### src/rtl/core/txtcon_pkg.sv
// Package for the text console character engine: screen geometry, field widths,
// cell addressing helpers and the command and status structs between the controller and datapath.
// It depends on nothing else.
package txtcon_pkg;

	localparam int ROWS     = 25;
	localparam int COLS     = 80;
	localparam int TAB_SIZE = 8;

	localparam int CELLS  = ROWS * COLS;
	localparam int ROW_W  = $clog2(ROWS);
	localparam int COL_W  = $clog2(COLS);
	localparam int ADDR_W = $clog2(CELLS);
	localparam int CNT_W  = $clog2(TAB_SIZE + 1);

	localparam int KIND_W     = 3;
	localparam int CHAR_W     = 8;
	localparam int TROW_W     = 6;
	localparam int TCOL_W     = 7;
	localparam int OFFSET_W   = 13;
	localparam int CELL_W     = 16;
	localparam int S_TDATA_W  = 24;
	localparam int M_TDATA_W  = 48;

	localparam logic [KIND_W-1:0] KIND_PUT  = 3'd0;
	localparam logic [KIND_W-1:0] KIND_MOVE = 3'd1;
	localparam logic [KIND_W-1:0] KIND_CLS  = 3'd2;
	localparam logic [KIND_W-1:0] KIND_EOL  = 3'd3;
	localparam logic [KIND_W-1:0] KIND_READ = 3'd4;

	localparam logic [CHAR_W-1:0] CH_TAB   = 8'd9;
	localparam logic [CHAR_W-1:0] CH_NL    = 8'd10;
	localparam logic [CHAR_W-1:0] CH_SPACE = 8'd32;

	localparam logic [7:0] ATTR_RESET = 8'd7;

	typedef struct packed {
		logic latch;
		logic put_load;
		logic move;
		logic read;
		logic put;
		logic nl;
		logic clr_start;
		logic clr;
		logic wipe_start;
		logic wipe;
		logic out_load;
	} txtcon_cmd_t;

	typedef struct packed {
		logic [KIND_W-1:0] kind;
		logic              is_nl;
		logic              wrap;
		logic              scroll;
		logic              cnt_last;
		logic              cnt_zero;
		logic              clr_done;
		logic              wipe_done;
		logic              out_free;
	} txtcon_sts_t;

	// Spaces a tab writes from a given column.
	function automatic logic [CNT_W-1:0] tab_left(input logic [COL_W-1:0] col);
		logic [CNT_W-1:0] r;
		r = CNT_W'(TAB_SIZE);
		for (int i = 0; i < COLS; i++) begin
			if (col == COL_W'(i)) begin
				r = CNT_W'(TAB_SIZE - (i % TAB_SIZE));
			end
		end
		return r;
	endfunction

	// Physical row of a logical row under the ring offset of the top row.
	function automatic logic [ROW_W-1:0] phys_row(input logic [ROW_W-1:0] r,
			input logic [ROW_W-1:0] top);
		logic [ROW_W:0] s;
		s = {1'b0, r} + {1'b0, top};
		if (s >= (ROW_W + 1)'(ROWS)) begin
			s = s - (ROW_W + 1)'(ROWS);
		end
		return s[ROW_W-1:0];
	endfunction

	function automatic logic [ADDR_W-1:0] cell_addr(input logic [ROW_W-1:0] prow,
			input logic [COL_W-1:0] col);
		return ADDR_W'(prow) * ADDR_W'(COLS) + ADDR_W'(col);
	endfunction

endpackage

### src/rtl/core/txtcon_ctrl.sv
// Controller of the text console character engine: the state machine that sequences
// character writes, cursor moves, line clears, screen wipes and reads. Depends on txtcon_pkg.
module txtcon_ctrl (
	input  logic                 clk,
	input  logic                 arst_n,
	input  logic                 s_tvalid,
	output logic                 s_tready,
	input  txtcon_pkg::txtcon_sts_t sts,
	output txtcon_pkg::txtcon_cmd_t cmd
);
	import txtcon_pkg::*;

	typedef enum logic [3:0] {
		S_INIT,
		S_IDLE,
		S_DISP,
		S_PUT,
		S_NL,
		S_CLR,
		S_WIPE,
		S_RESULT
	} state_t;

	state_t state_q;
	state_t state_d;
	logic   nl_pend_q;
	logic   nl_pend_d;

	assign s_tready = (state_q == S_IDLE);

	always_comb begin
		cmd       = '0;
		state_d   = state_q;
		nl_pend_d = nl_pend_q;
		case (state_q)
			S_INIT: begin
				cmd.wipe = 1'b1;
				if (sts.wipe_done) begin
					state_d = S_IDLE;
				end
			end
			S_IDLE: begin
				if (s_tvalid) begin
					cmd.latch = 1'b1;
					state_d   = S_DISP;
				end
			end
			S_DISP: begin
				case (sts.kind)
					KIND_PUT: begin
						cmd.put_load = 1'b1;
						if (sts.is_nl) begin
							cmd.clr_start = 1'b1;
							nl_pend_d     = 1'b1;
							state_d       = S_CLR;
						end else begin
							state_d = S_PUT;
						end
					end
					KIND_MOVE: begin
						cmd.move = 1'b1;
						state_d  = S_RESULT;
					end
					KIND_CLS: begin
						cmd.wipe_start = 1'b1;
						state_d        = S_WIPE;
					end
					KIND_EOL: begin
						cmd.clr_start = 1'b1;
						state_d       = S_CLR;
					end
					KIND_READ: begin
						cmd.read = 1'b1;
						state_d  = S_RESULT;
					end
					default: begin
						state_d = S_RESULT;
					end
				endcase
			end
			S_PUT: begin
				cmd.put = 1'b1;
				if (sts.wrap) begin
					state_d = S_NL;
				end else if (sts.cnt_last) begin
					state_d = S_RESULT;
				end
			end
			S_NL: begin
				cmd.nl = 1'b1;
				if (sts.scroll) begin
					state_d = S_CLR;
				end else if (sts.cnt_zero) begin
					state_d = S_RESULT;
				end else begin
					state_d = S_PUT;
				end
			end
			S_CLR: begin
				cmd.clr = 1'b1;
				if (sts.clr_done) begin
					if (nl_pend_q) begin
						nl_pend_d = 1'b0;
						state_d   = S_NL;
					end else if (sts.cnt_zero) begin
						state_d = S_RESULT;
					end else begin
						state_d = S_PUT;
					end
				end
			end
			S_WIPE: begin
				cmd.wipe = 1'b1;
				if (sts.wipe_done) begin
					state_d = S_RESULT;
				end
			end
			S_RESULT: begin
				if (sts.out_free) begin
					cmd.out_load = 1'b1;
					state_d      = S_IDLE;
				end
			end
			default: begin
				state_d = S_IDLE;
			end
		endcase
	end

	always_ff @(posedge clk or negedge arst_n) begin
		if (!arst_n) begin
			state_q   <= S_INIT;
			nl_pend_q <= 1'b0;
		end else begin
			state_q   <= state_d;
			nl_pend_q <= nl_pend_d;
		end
	end

endmodule

### config.mk
export PLATFORM = sky130hd
export DESIGN_NAME = txtcon_ctrl
export DESIGN_NICKNAME = d
export VERILOG_FILES = /design/src/rtl/core/txtcon_pkg.sv /design/src/rtl/core/txtcon_ctrl.sv
export SDC_FILE = /design/constraint.sdc
export NUM_CORES = 1
export LEC_CHECK = 0
export BUFFER_PORTS_ARGS = -buffer_cell sky130_fd_sc_hd__buf_2
export CAP_MARGIN = 5
export CORE_UTILIZATION = 35
export CTS_CLUSTER_DIAMETER = 100
export DETAILED_ROUTE_END_ITERATION = 7
export PLACE_DENSITY = 0.64
export SYNTH_ARGS = -nofsm -noshare
export SYNTH_HDL_FRONTEND = slang
export SYNTH_SLANG_ARGS = --single-unit
### constraint.sdc
create_clock -name clk -period 1.74 [get_ports clk]
set_input_delay 0 -clock clk [delete_from_list [all_inputs] [get_ports clk]]
set_output_delay 0 -clock clk [all_outputs]
set_load 0.005 [all_outputs]
==> impl_metrics.ini, run 1 <==
[outcome]
status = finished clean

[route]
post_drt_wl_per_cell_um = 12.6
avgViaCountPerCell = 5.31
drc = 0
vias = 547
ant_nets = 0
initialDrtViolationCount = 19
drtPass1Iterations = 4
drt_wl_total_mm = 1.30

[power]
p_sw_share_pct = 44.5
power.switching_w = 0.000420
powerDensity_nw_per_um2 = 1460
clockPowerShare_pct = 13.1
p_int_w = 0.000523
share_comb_of_total_power_pct = 60.0
p_leak_nw = 0.325
pwr-share-seq_pct = 26.9
ir_worst_vdd_uv = 986

[synthesis]
synthFlopType = dfrtp_1
ys_warn_count = 0
syn_inst = 61
syn_avg_cell_area_sq_um = 7.79
synth_area_sq_um = 475
synth_fp_nets = 75
synth_compound_area_share_pct = 24.7
synth_fa_ha_area_share_pct = 0
yosysUniqueCellTypes = 34
synth_mux_area_share_pct = 4.47
synth_seq_area_share_pct = 21.1
synth_edf_count = 0
synth_seq_cells = 4
synthSimpleGateAreaFrac_pct = 41.3
synth-async-reset-ratio_pct = 100
synth_top_family_by_area = simple AND/OR/NAND/NOR gates
synth_xor_area_share_pct = 1.84

[sta]
relSlewSlack_pct = 71.0
grt_setup_unrepaired = false
setup_slack_ns = 0.102
fin_crit_sh_pct = 94.1
max_freq_ghz = 0.611
fin_skew_ns = 0.0158
setup_viol = 0
fin_setup_tns_ns = 0
worstMarginPinSlew_ns = 0.429
fin_crit_ns = 1.64
hold_viol = 0
final_max_slew_viol_count = 0

[layout]
fill_cells = 123
design_area_sq_um = 644
layout.cells.most_common = buf_2
antenna_cells = 0
fin_nets = 105
syn_to_final_growth_pct = 35.5
layout_common_cells = 25 x buf_2, 9 x nor2_1, 7 x nand2_1
final_layout_size_suffix_gt1_share_pct = 40.4

[place]
dp_hpwl_um = 1000
gp_congestion = 0.844
placed_cell_area_sq_um = 609
io_buffers = 25
pre_cts_ws_ns = 0.0822

[global_route]
antenna_found_initial = 0
grt.overflow.total = 0
grt_pass1_vias = 440
grt_max_degree = 14
grtUsageTotal_pct = 17.5
grt_first_pass_wirelength_mm = 1.79

[worst_setup_path]
crit_required_ns = 1.74
cp_slowest_cell = or4b_4
endpoint_kind = output port
critPathLaunchType = flip-flop
crit_type = flip-flop to output port
crit_arrival_ns = 1.64
max_stage_delay_ns = 0.58
path_cells = or4b_4 > nor3b_4 > buf_2
path_max_fanout = 13
cp_top_family = simple AND/OR/NAND/NOR gates
critPathBufInv = 1

[floorplanning]
row_count = 12
die_w_um = 38.9
core_sq_um = 1190
initial_core_util_pct = 40.1
dieArea_sq_um = 1510
ioPinCount = 26
die_h_um = 38.9

[clock_tree]
cts_sinks = 4
htreeDepth = 1
max-clock-path-buffers = 2
numCtsBuffers = 3
post_cts_buffers = 0
cts-root-buf = clkbuf_4
clkLatencyLatePin_ns = 0.25
cts_tree = built
clk_pin_slew_ns = 0.05

[min_path]
hp-class = primary input to async pin

[job]
cap_violations = 0
[repair_timing]
action,in CTS,in global routing
gates resized for setup,0,2
endpoints found under the setup margin,0,3
hold endpoints to repair,4,0
hold buffers,1,0
[power groups by stage]
stage	sequential, W	combinational, W	clock [W]
final	0.000254	0.000566	0.000123
after global routing	0.000261	0.000624	0.000129
after CTS	0.000247	0.000562	0.000118
after detailed placement	0.000249	0.000557	0
after global placement	0.000245	0.000556	0
after floorplan	0.000179	0.000469	0
[final cells by class]
class                      instances  area [sq um]  share of cell area [%]
inverter                           2          7.51                    1.17
sequential                         4           103                    15.9
tap                               14          17.5                    2.72
timing repair buffer              28           150                    23.3
multi-input combinational         52           344                    53.4
clock buffer                       3          22.5                    3.50
[per-stage QoR]
step / hold slack, ns / cells / utilization, % / total power, W
after floorplan: -0.296 / 61 / - / 0.000648
after global placement: -0.192 / 99 / 51.4 / 0.000801
after detailed placement: -0.191 / 99 / 51.4 / 0.000806
after CTS: 0.0924 / 103 / 54.1 / 0.000926
after global routing: 0.121 / 103 / 54.3 / 0.00101
final: 0.0907 / 103 / 54.3 / 0.000943
[metal layers]
layer	track usage (%)	vias up	share of wire, %
li1	-	281	-
met1	24.2	247	46
met3	5.20	0	5.0
met5	0	-	0
met4	2.59	0	0
met2	27.1	19	48
[sequential cells by signal (all words and copies together), names as in the netlist]
signal     cells
state_q        3
nl_pend_q      1
[synth_stat cells, types with 2 or more instances]
master   number  area [sq um]
nand2_1       7          26.3
nor2b_1       2          12.5
nor2_1        9          33.8
or3b_1        2          17.5
dfrtp_1       4           100
or2b_1        2          15.0
a21oi_1       5          25.0
inv_1         2          7.51
o21a_1        2          15.0
o22ai_1       2          12.5
[logic make-up after synthesis]
logic type,Yosys count
buf+inv,5
compound gates,17
simple gates,32
flops,4
mux,2
xor+xnor,1
[path summary, 6_finish.rpt]
check | endpoint | start | slack [ns] | depth (start not counted)
min in group clk | state_q[0] | sts[1] | 0.12 | 3
setup reg to reg | state_q[0] | state_q[2] | 0.15 | 4
hold / removal | state_q[1] | arst_n | 0.09 | 2
hold reg to reg | nl_pend_q | nl_pend_q | 0.62 | 2
max in group asynchronous | state_q[2] | arst_n | 1.49 | 2
setup / recovery | cmd[2] | state_q[2] | 0.10 | 3
(Power assumes the default switching activity.)
==> run 2, diff against run 1 <==
==> constraint.sdc (replaced) <==
create_clock -name clk -period 2 [get_ports clk]
set_input_delay 0 -clock clk [delete_from_list [all_inputs] [get_ports clk]]
set_output_delay 0 -clock clk [all_outputs]
set_load 0.005 [all_outputs]
==> run 2 against run 1 <==
Die area stayed put. Sequential power is 11% lower. Design area is 2.7% lower. Via count is 3.5% lower. Sequential share of layout area hardly changed. Core utilization is 1.5 points lower. Register-to-register slack better by 0.14 ns. Critical endpoint unchanged. Largest cell class unchanged. Highest routed layer unchanged.
==> impl_metrics.ini, run 2 (synthesized netlist as in run 1, its figures left out) <==
[worst_setup_path]
path_max_fanout = 15
crit_arrival_ns = 1.72
endpoint_kind = output port
critPathLaunchType = flip-flop
crit_type = flip-flop to output port
path_cells = or4b_4 > nor3b_4 > buf_2
crit_required_ns = 2.00
max_stage_delay_ns = 0.58
cp_slowest_cell = dfrtp_1
critPathLaunch = state_q[1]
reg2reg_from = state_q[1]

[power]
p_leak_nw = 0.318
power_w = 0.000767
clockPowerShare_pct = 12.7
power.switching_w = 0.000340
p_int_w = 0.000426
pwr-share-seq_pct = 29.6
ir_worst_vdd_uv = 924
share_comb_of_total_power_pct = 57.8
p_sw_share_pct = 44.4
powerDensity_nw_per_um2 = 1220

[global_route]
antenna_found_initial = 0
grt_pass1_vias = 455
grt.overflow.total = 0
grt_first_pass_wirelength_mm = 1.86
grt_max_degree = 16
grtUsageTotal_pct = 18.2

[route]
vias = 528
drc = 0
ant_nets = 0
initialDrtViolationCount = 8
post_drt_wl_per_cell_um = 11.6
drtPass1Iterations = 5
drt_wl_total_mm = 1.17
avgViaCountPerCell = 5.23

[job]
cap_violations = 0

[clock_tree]
cts-root-buf = clkbuf_4
cts_tree = built
cts_resized = 0
cts_sinks = 4
clkLatencyLatePin_ns = 0.23
clk_pin_slew_ns = 0.04
max-clock-path-buffers = 2
numCtsBuffers = 3
htreeDepth = 1

[layout]
largest_reg_flops = 3
fill_cells = 111
antenna_cells = 0
top_register = state_q
layout.cells.most_common = buf_2
design_area_sq_um = 627
final_layout_size_suffix_gt1_share_pct = 36.8
layout_common_cells = 25 x buf_2, 9 x nor2_1, 7 x nand2_1
reg.largest.list = state_q (3), nl_pend_q (1)
fin_nets = 103
syn_to_final_growth_pct = 31.8

[floorplanning]
row_count = 12
die_h_um = 38.9
initial_core_util_pct = 40.1
die_w_um = 38.9
dieArea_sq_um = 1510
ioPinCount = 26
core_sq_um = 1190

[place]
io_buffers = 25
dp_hpwl_um = 922
placed_cell_area_sq_um = 594
gp_congestion = 0.836

[sta]
max_freq_ghz = 0.581
fin_crit_ns = 1.72
fin_skew_ns = 0.00285
final_max_slew_viol_count = 0
fin_crit_sh_pct = 86.1
hold_viol = 0
relSlewSlack_pct = 73.1
grt_setup_unrepaired = false
fin_setup_tns_ns = 0
worstMarginPinSlew_ns = 0.397
setup_viol = 0

[min_path]
hp-class = primary input to async pin

[outcome]
status = finished clean
[run 2: cell count changes in the layout (fill, tap and decap cells not counted), sizes merged]
cell	before	now
buf	27	25
[run 2: critical path, delay by kind of cell (launching register included)]
kind / cells / cell delay, ns
buf+inv: 1 / 0.14
flops: 1 / 0.58
simple gates: 2 / 0.77
[run 2: stage by stage]
stage | util [%] | setup WS, ns | instances | hold WS [ns]
after floorplan | - | 0.388 | 61 | -0.296
after global placement | 50.1 | 0.309 | 97 | -0.194
after detailed placement | 50.1 | 0.287 | 97 | -0.196
after CTS | 52.8 | 0.260 | 101 | 0.0894
after global routing | 52.8 | 0.203 | 101 | 0.114
final | 52.8 | 0.279 | 101 | 0.0974
[run 2: path summary, 6_finish.rpt]
check                             endpoint  slack [ns]  depth (start not counted)
worst max-delay path                cmd[2]        0.28                          3
worst min-delay path             nl_pend_q         0.1                          2
worst max register to register  state_q[0]        0.29                          4
worst min register to register   nl_pend_q        0.60                          2
max in group asynchronous       state_q[1]        1.79                          2
min in group clk                 nl_pend_q        0.13                          4
[run 2: metal layers]
| layer | track usage, % | vias to the layer above | share of wire [%] |
|---|---|---|---|
| li1 | - | 276 | - |
| met1 | 24.0 | 237 | 46 |
| met2 | 27.1 | 15 | 48 |
| met3 | 3.47 | 0 | 5.3 |
| met4 | 10.3 | 0 | 0 |
| met5 | 0 | - | 0 |
[run 2: cell type report]
| type | instances | area (sq um) | share of cell area (%) |
|---|---|---|---|
| Multi-Input combinational cell | 52 | 344 | 54.9 |
| Inverter | 2 | 7.51 | 1.20 |
| Sequential cell | 4 | 100 | 16.0 |
| Tap cell | 14 | 17.5 | 2.79 |
| Timing Repair Buffer | 26 | 135 | 21.6 |
| Clock buffer | 3 | 22.5 | 3.59 |
[run 2: power by group through the flow]
stage | sequential [W] | clock (W) | combinational, W
after global placement | 0.000230 | 0 | 0.000441
after detailed placement | 0.000231 | 0 | 0.000443
after global routing | 0.000241 | 0.000107 | 0.000494
final | 0.000227 | 0.0000970 | 0.000443
after floorplan | 0.000156 | 0 | 0.000408
after CTS | 0.000229 | 0.000104 | 0.000446
[run 2: what timing repair did]
item,in CTS,in global routing
hold buffers,1,0
setup endpoints to repair,0,0
setup buffers,0,0
hold endpoints to repair,4,0
